File: src/rtl/ndef_tlv_pkg.sv
// Types and constants shared by the NDEF TLV stream parser.
`default_nettype none

package ndef_tlv_pkg;

    localparam int BYTE_W     = 8;
    localparam int LEN_W      = 16;
    localparam int KIND_W     = 3;
    localparam int CFG_IDX_W  = 8;
    localparam int M_TDATA_W  = 40;
    localparam int FIFO_DEPTH = 4;
    localparam int PTR_W      = $clog2(FIFO_DEPTH);
    localparam int CNT_W      = $clog2(FIFO_DEPTH + 1);

    localparam logic [BYTE_W-1:0] LONG_LEN_MARK = 8'hFF;
    localparam logic [BYTE_W-1:0] NULL_RST      = 8'h00;
    localparam logic [BYTE_W-1:0] TERM_RST      = 8'hFE;

    typedef enum logic [CFG_IDX_W-1:0] {
        REG_NULL_TYPE = 8'd0,
        REG_TERM_TYPE = 8'd1
    } cfg_reg_t;

    typedef enum logic [KIND_W-1:0] {
        KIND_VALUE = 3'd0,
        KIND_EMPTY = 3'd1,
        KIND_TERM  = 3'd2,
        KIND_TRUNC = 3'd3,
        KIND_EOF   = 3'd4
    } kind_t;

    typedef enum logic [5:0] {
        PH_TYPE   = 6'b000001,
        PH_LEN    = 6'b000010,
        PH_LEN_HI = 6'b000100,
        PH_LEN_LO = 6'b001000,
        PH_VALUE  = 6'b010000,
        PH_SKIP   = 6'b100000
    } phase_t;

    typedef struct packed {
        kind_t             kind;
        logic [BYTE_W-1:0] tlv_type;
        logic [BYTE_W-1:0] value_byte;
        logic [LEN_W-1:0]  tlv_length;
        logic              first_of_value;
        logic              last_of_value;
        logic              last_result;
    } result_t;

endpackage

`default_nettype wire

File: src/rtl/ndef_tlv_stream_parser.sv
// Top level of the NDEF TLV stream parser: byte-wise header decode and result queue.
// Results are registered in the result queue; its head drives the master side.
// Throughput: one input beat per cycle while the four-entry result queue has room for two
// results; an input beat makes at most two results, so rate is set by the queue drain.
// Reset: rst_n is asynchronous, active low; it empties the queue, returns the parser to
// expecting a type byte and restores the padding and terminator codes to 0x00 and 0xFE.
`default_nettype none

module ndef_tlv_stream_parser (
    input  wire logic        clk,
    input  wire logic        rst_n,
    // Configuration write channel.
    input  wire logic        cfg_valid,
    output      logic        cfg_ready,
    input  wire logic [7:0]  cfg_index,
    input  wire logic [7:0]  cfg_data,
    // Byte stream in.
    input  wire logic        s_axis_tvalid,
    output      logic        s_axis_tready,
    input  wire logic [7:0]  s_axis_tdata,   // [7:0] in_byte
    input  wire logic        s_axis_tlast,   // end_of_data
    // Result stream out.
    output      logic        m_axis_tvalid,
    input  wire logic        m_axis_tready,
    output      logic [39:0] m_axis_tdata,   // [7:0] tlv_type, [15:8] value_byte,
                                             // [31:16] tlv_length, [32] first_of_value,
                                             // [33] last_of_value, [39:34] zero
    output      logic [2:0]  m_axis_tuser,   // [2:0] kind
    output      logic        m_axis_tlast    // last_result
);

    // Configuration registers. The port never stalls.
    logic [ndef_tlv_pkg::BYTE_W-1:0] null_code_reg;
    logic [ndef_tlv_pkg::BYTE_W-1:0] term_code_reg;

    assign cfg_ready = 1'b1;

    always_ff @(posedge clk or negedge rst_n)
    begin
        if (!rst_n)
        begin
            null_code_reg <= ndef_tlv_pkg::NULL_RST;
            term_code_reg <= ndef_tlv_pkg::TERM_RST;
        end
        else if (cfg_valid && cfg_ready)
        begin
            case (cfg_index)
                ndef_tlv_pkg::REG_NULL_TYPE: null_code_reg <= cfg_data;
                ndef_tlv_pkg::REG_TERM_TYPE: term_code_reg <= cfg_data;
                default: ;
            endcase
        end
    end

    // Parser state.
    ndef_tlv_pkg::phase_t            phase_reg,     phase_next;
    logic [ndef_tlv_pkg::BYTE_W-1:0] cur_type_reg,  cur_type_next;
    logic [ndef_tlv_pkg::LEN_W-1:0]  decl_len_reg,  decl_len_next;
    logic [ndef_tlv_pkg::LEN_W-1:0]  remain_reg,    remain_next;
    logic [ndef_tlv_pkg::BYTE_W-1:0] len_hi_reg,    len_hi_next;

    // Result queue: a small ring that can take two results in one cycle.
    ndef_tlv_pkg::result_t          fifo_mem [ndef_tlv_pkg::FIFO_DEPTH];
    logic [ndef_tlv_pkg::PTR_W-1:0] wr_ptr_reg, wr_ptr_next;
    logic [ndef_tlv_pkg::PTR_W-1:0] rd_ptr_reg, rd_ptr_next;
    logic [ndef_tlv_pkg::CNT_W-1:0] count_reg,  count_next;

    logic                  in_fire;
    logic                  out_fire;
    logic                  has_a;
    logic                  has_b;
    ndef_tlv_pkg::result_t res_a;
    ndef_tlv_pkg::result_t res_b;
    ndef_tlv_pkg::result_t slot0;
    logic [ndef_tlv_pkg::LEN_W-1:0] len_done;
    logic                  use_len_done;
    logic [ndef_tlv_pkg::CNT_W-1:0] push_cnt;

    // Accept only when two free slots are guaranteed, so a beat is never dropped.
    assign s_axis_tready = (count_reg <= ndef_tlv_pkg::CNT_W'(ndef_tlv_pkg::FIFO_DEPTH - 2));
    assign in_fire       = s_axis_tvalid && s_axis_tready;
    assign m_axis_tvalid = (count_reg != '0);
    assign out_fire      = m_axis_tvalid && m_axis_tready;

    // One byte of parsing. Result A comes from the phase itself; result B is the
    // frame-end result (truncated or end of frame) when the byte carries tlast.
    always_comb
    begin
        phase_next    = phase_reg;
        cur_type_next = cur_type_reg;
        decl_len_next = decl_len_reg;
        remain_next   = remain_reg;
        len_hi_next   = len_hi_reg;
        has_a         = 1'b0;
        res_a         = '0;
        res_b         = '0;
        len_done      = '0;
        use_len_done  = 1'b0;

        case (phase_reg)
            ndef_tlv_pkg::PH_TYPE:
            begin
                if (s_axis_tdata == null_code_reg)
                begin
                    // Padding byte: nothing happens.
                end
                else if (s_axis_tdata == term_code_reg)
                begin
                    has_a          = 1'b1;
                    res_a.kind     = ndef_tlv_pkg::KIND_TERM;
                    res_a.tlv_type = s_axis_tdata;
                    phase_next     = ndef_tlv_pkg::PH_SKIP;
                end
                else
                begin
                    cur_type_next = s_axis_tdata;
                    decl_len_next = '0;
                    remain_next   = '0;
                    phase_next    = ndef_tlv_pkg::PH_LEN;
                end
            end
            ndef_tlv_pkg::PH_LEN:
            begin
                if (s_axis_tdata == ndef_tlv_pkg::LONG_LEN_MARK)
                begin
                    phase_next = ndef_tlv_pkg::PH_LEN_HI;
                end
                else
                begin
                    use_len_done = 1'b1;
                    len_done     = {{(ndef_tlv_pkg::LEN_W - ndef_tlv_pkg::BYTE_W){1'b0}},
                                    s_axis_tdata};
                end
            end
            ndef_tlv_pkg::PH_LEN_HI:
            begin
                len_hi_next = s_axis_tdata;
                phase_next  = ndef_tlv_pkg::PH_LEN_LO;
            end
            ndef_tlv_pkg::PH_LEN_LO:
            begin
                use_len_done = 1'b1;
                len_done     = {len_hi_reg, s_axis_tdata};
            end
            ndef_tlv_pkg::PH_VALUE:
            begin
                has_a                = 1'b1;
                res_a.kind           = ndef_tlv_pkg::KIND_VALUE;
                res_a.tlv_type       = cur_type_reg;
                res_a.value_byte     = s_axis_tdata;
                res_a.tlv_length     = decl_len_reg;
                res_a.first_of_value = (remain_reg == decl_len_reg);
                res_a.last_of_value  = (remain_reg <= ndef_tlv_pkg::LEN_W'(1));
                remain_next          = remain_reg - ndef_tlv_pkg::LEN_W'(1);
                if (res_a.last_of_value)
                begin
                    phase_next = ndef_tlv_pkg::PH_TYPE;
                end
            end
            ndef_tlv_pkg::PH_SKIP:
            begin
                // Everything after a terminator is ignored until the frame ends.
            end
            default:
            begin
                phase_next = ndef_tlv_pkg::PH_TYPE;
            end
        endcase

        // A completed length either opens the value or closes an empty TLV.
        if (use_len_done)
        begin
            decl_len_next = len_done;
            if (len_done == '0)
            begin
                has_a          = 1'b1;
                res_a.kind     = ndef_tlv_pkg::KIND_EMPTY;
                res_a.tlv_type = cur_type_reg;
                phase_next     = ndef_tlv_pkg::PH_TYPE;
            end
            else
            begin
                remain_next = len_done;
                phase_next  = ndef_tlv_pkg::PH_VALUE;
            end
        end

        res_a.last_result = !s_axis_tlast;

        // Frame end: report a TLV left open, or a clean end, then start over.
        has_b             = s_axis_tlast;
        res_b.last_result = 1'b1;
        if (phase_next == ndef_tlv_pkg::PH_LEN || phase_next == ndef_tlv_pkg::PH_LEN_HI ||
            phase_next == ndef_tlv_pkg::PH_LEN_LO || phase_next == ndef_tlv_pkg::PH_VALUE)
        begin
            res_b.kind       = ndef_tlv_pkg::KIND_TRUNC;
            res_b.tlv_type   = cur_type_next;
            res_b.tlv_length = decl_len_next;
        end
        else
        begin
            res_b.kind = ndef_tlv_pkg::KIND_EOF;
        end

        if (s_axis_tlast)
        begin
            phase_next    = ndef_tlv_pkg::PH_TYPE;
            cur_type_next = '0;
            decl_len_next = '0;
            remain_next   = '0;
            len_hi_next   = '0;
        end
    end

    // Queue bookkeeping.
    always_comb
    begin
        slot0       = has_a ? res_a : res_b;
        push_cnt    = in_fire ? (ndef_tlv_pkg::CNT_W'(has_a) + ndef_tlv_pkg::CNT_W'(has_b))
                              : '0;
        wr_ptr_next = wr_ptr_reg + push_cnt[ndef_tlv_pkg::PTR_W-1:0];
        rd_ptr_next = rd_ptr_reg + ndef_tlv_pkg::PTR_W'(out_fire);
        count_next  = count_reg + push_cnt - ndef_tlv_pkg::CNT_W'(out_fire);
    end

    always_ff @(posedge clk)
    begin
        if (in_fire && (has_a || has_b))
        begin
            fifo_mem[wr_ptr_reg] <= slot0;
        end
        if (in_fire && has_a && has_b)
        begin
            fifo_mem[wr_ptr_reg + ndef_tlv_pkg::PTR_W'(1)] <= res_b;
        end
    end

    always_ff @(posedge clk or negedge rst_n)
    begin
        if (!rst_n)
        begin
            phase_reg    <= ndef_tlv_pkg::PH_TYPE;
            cur_type_reg <= '0;
            decl_len_reg <= '0;
            remain_reg   <= '0;
            len_hi_reg   <= '0;
            wr_ptr_reg   <= '0;
            rd_ptr_reg   <= '0;
            count_reg    <= '0;
        end
        else
        begin
            if (in_fire)
            begin
                phase_reg    <= phase_next;
                cur_type_reg <= cur_type_next;
                decl_len_reg <= decl_len_next;
                remain_reg   <= remain_next;
                len_hi_reg   <= len_hi_next;
            end
            wr_ptr_reg <= wr_ptr_next;
            rd_ptr_reg <= rd_ptr_next;
            count_reg  <= count_next;
        end
    end

    // Head of the queue drives the master side.
    ndef_tlv_pkg::result_t head;

    assign head          = fifo_mem[rd_ptr_reg];
    assign m_axis_tuser  = head.kind;
    assign m_axis_tlast  = head.last_result;
    assign m_axis_tdata  = {6'b0, head.last_of_value, head.first_of_value,
                            head.tlv_length, head.value_byte, head.tlv_type};

    // The queue never holds more entries than it has slots.
    a_count_bound: assert property (@(posedge clk) disable iff (!rst_n)
        count_reg <= ndef_tlv_pkg::CNT_W'(ndef_tlv_pkg::FIFO_DEPTH))
        else $error("result queue overflow");

    // A beat that ends the frame always leaves the parser expecting a type byte.
    a_frame_end_reset: assert property (@(posedge clk) disable iff (!rst_n)
        in_fire && s_axis_tlast |=> phase_reg == ndef_tlv_pkg::PH_TYPE)
        else $error("parser not cleared after frame end");

    // While passing value bytes, the remaining count stays within the declared length.
    a_remain_range: assert property (@(posedge clk) disable iff (!rst_n)
        phase_reg == ndef_tlv_pkg::PH_VALUE |->
            remain_reg != '0 && remain_reg <= decl_len_reg)
        else $error("remaining byte count out of range");

    // A value beat always belongs to a TLV of nonzero length.
    a_value_len: assert property (@(posedge clk) disable iff (!rst_n)
        m_axis_tvalid && m_axis_tuser == ndef_tlv_pkg::KIND_VALUE |->
            m_axis_tdata[31:16] != 16'd0)
        else $error("value beat with zero length");

endmodule

`default_nettype wire
File: config.mk
export PLATFORM = sky130hd
export DESIGN_NAME = ndef_tlv_stream_parser
export DESIGN_NICKNAME = d
export VERILOG_FILES = /design/src/rtl/ndef_tlv_pkg.sv /design/src/rtl/ndef_tlv_stream_parser.sv
export SDC_FILE = /design/constraint.sdc
export NUM_CORES = 1
export LEC_CHECK = 0
export ABC_AREA = 0
export BUFFER_PORTS_ARGS = -buffer_cell sky130_fd_sc_hd__clkbuf_2
export CORE_UTILIZATION = 30
export DETAILED_ROUTE_END_ITERATION = 12
export SLEW_MARGIN = 20
export SYNTH_ARGS = -nofsm -noshare
export SYNTH_HDL_FRONTEND = slang
export SYNTH_SLANG_ARGS = --single-unit
File: constraint.sdc
create_clock -name clk -period 5.95 [get_ports clk]
set_input_delay 0.595 -clock clk [delete_from_list [all_inputs] [get_ports clk]]
set_output_delay 0.595 -clock clk [all_outputs]
set_load 0.1 [all_outputs]
==> impl_metrics.tcl <==
set metrics [dict create \
    largest_reg_flops 152 \
    synth_top_area_share 0.278 \
    cts_resized 0 \
    max-cap-violations 0 \
    synth_edf_count 108 \
    synth_cells 1059 \
    maxSlewHeadroom 0.234 \
    nets 1134 \
    globalRoute.totalOverflow 0 \
    synth_flop_cell "edfxtp_1" \
    fill_cells 3867 \
    cp-end-kind "register" \
    die_area_sq_mm 0.0397 \
    ys_warn_count 0 \
    synth_area_sq_mm 0.0117 \
    drtIter0Drc 1163 \
    p_leak_nw 4.91 \
    power_mw 6.28 \
    max_freq_mhz 240 \
    status "complete, no violations" \
    crit_type "reg -> reg" \
    fin_crit_sh 0.699 \
    synthTopCellsByArea "edfxtp_1 28%, dfrtp_1 15%, dfxtp_1 7.5%, mux4_2 7.3%, o22ai_1 4.0%" \
    final_common_cell "nand2_1" \
    ios 77 \
    start_util 0.307 \
    num_vias 9000 \
    synthArstFlopShare 0.336 \
    drt-total-wl_microns 34400 \
    r2r_cells 10 \
    power_density_mw_per_mm2 476 \
    core_sq_mm 0.0380 \
    crit_chain "nor4_4 > nand2_1 > o21bai_1 > o211ai_4 > inv_6 > ha_1 > nor4_1 > a21oi_1 > inv_1 > buf_4" \
    final_cell_count_no_fill 1622 \
    worstPathRequired_ns 6.12 \
    die_height_microns 199 \
    insertion_delay_ns 0.53 \
    period_minus_slack_ns 4.16 \
    cts_hold_buf 0 \
    rr_endpoint "fifo_mem[0][32]" \
    vias_per_cell 5.55 \
    hp-class "in -> async" \
    dp_hpwl_microns 23000 \
    seq_area_sq_mm 0.00606 \
    cts_buffers 25 \
    layout-drive-gt1-share 0.191 \
    ir_drop_uv 332 \
    cp_slowest_stage_delay_ns 0.75 \
    post_cts_buffers 0 \
    grt_util_all_layers 0.175 \
    ys_types 72 \
    r2r-start "phase_reg[4]" \
    synth_area_leader_cell "edfxtp_1" \
    avgSynthCellArea_sq_um 11.0 \
    arrival_ns 4.33 \
    antenna_found_initial 0 \
    path_max_fanout 27 \
    wl_per_cell_microns 21.2 \
    multi_input_area_sq_mm 0.00520 \
    area_growth_pct 13.1 \
    fin_tns_setup_ns 0 \
    fp-row-count 71 \
    final_cell_mix "117 x nand2_1, 108 x nor2_1, 108 x edfxtp_1, 75 x o22ai_1, 68 x clkbuf_2" \
    cts_sinks 229 \
    grt_max_degree 78 \
    path_clk_slew_ns 0.06 \
    ctsHtreeMaxLevel 1 \
    setup_viol 0 \
    grt_pass1_vias 8853 \
    grt_first_pass_wirelength_microns 53300 \
    worstMarginPinSlew_ns 1.15 \
    rsz0062_at_grt "no" \
    crit_start "phase_reg[4]" \
    dieWidth_microns 199 \
    antenna_cells 0 \
    antenna_left 0 \
    drc 0 \
    clk_path_buf_depth 3 \
    hold_viol 0 \
    finClkSkew_ns 0.0101 \
    first_pass_iters 5 \
    ys_ff_latch 229 \
    final-max-slew-violation-count 0 \
    crit_path_top_delay_cell "nor4_1" \
    root_buffer "clkbuf_16" \
    gp_congestion 0.887 \
    startpoint_type "register" \
    portBuffers 69 \
    cts_tree "done" \
    ys_seq_area_frac 0.519 \
    dpl.cell_count 1577 \
    rrSetupSlack_ns 1.79 \
]
-- report_power, final --
part / switching (mW) / internal (mW)
Sequential: 0.250 / 1.85
Clock: 0.630 / 0.821
Combinational: 2.05 / 0.680
-- per-stage QoR --
step	hold slack, ns	cell area, sq um	utilization	worst slack [ns]
floorplan	0.299	11700	-	1.79
global placement	0.440	12400	0.327	1.58
detailed placement	0.448	12400	0.327	1.57
CTS	0.278	13200	0.347	1.88
global route	0.173	13200	0.347	1.50
finish	0.114	13200	0.347	1.79
-- area by class of cell --
type,instances,area share
flip-flops and latches,229,0.459
repair buffers,86,0.0363
clock buffers,35,0.0533
inverters,15,0.00464
clock inverters,10,0.00398
well taps,511,0.0484
multi-input cells,736,0.394
-- cell families (layout without fill, tap and decap cells) --
| group | Yosys count | in the layout | synth area share |
|---|---|---|---|
| mux | 58 | 58 | 0.0922 |
| simple gates | 313 | 313 | 0.126 |
| fa+ha+maj | 11 | 11 | 0.0124 |
| compound gates | 309 | 309 | 0.183 |
| xor+xnor | 38 | 38 | 0.0285 |
| buf+inv | 99 | 146 | 0.0374 |
| other cells | 2 | 7 | 0.000643 |
| flops | 229 | 229 | 0.519 |
-- worst max-delay path, delay by kind of cell (launching register included) --
kind,cells,cell delay [ns]
simple gates,3,1.29
compound gates,3,1.11
flops,1,0.51
fa+ha+maj,1,0.26
buf+inv,3,0.63
-- worst max-delay path by stage --
stage,depth (start not counted),to
after detailed placement,11,fifo_mem[0][33]
final,10,fifo_mem[0][32]
after floorplan,12,count_reg[2]
after global placement,11,fifo_mem[0][33]
after CTS,10,fifo_mem[0][36]
after global routing,10,fifo_mem[0][36]
-- Yosys cell counts, types with 12 or more instances --
| cell | count |
|---|---|
| a21oi_1 | 52 |
| mux4_2 | 38 |
| mux2_2 | 16 |
| a22o_1 | 42 |
| dfxtp_1 | 44 |
| a22oi_1 | 18 |
| inv_1 | 13 |
| a21o_1 | 14 |
| nor4_1 | 12 |
| nand3_1 | 13 |
| o21ai_0 | 50 |
| edfxtp_1 | 108 |
| o22ai_1 | 75 |
| nor3_1 | 14 |
| clkbuf_1 | 59 |
| xor2_1 | 24 |
| dfrtp_1 | 69 |
| xnor2_1 | 14 |
| nor2_1 | 108 |
| nand2_1 | 117 |
-- per-layer routing --
| layer | wire [microns] | GRT usage | vias up |
|---|---|---|---|
| met3 | 2730 | 0.0258 | 64 |
| met4 | 940 | 0.0632 | 0 |
| met2 | 16000 | 0.278 | 406 |
| met5 | 0 | 0 | - |
| met1 | 14700 | 0.242 | 4463 |
| li1 | - | - | 4067 |
Power figures use the tool's default switching activity.
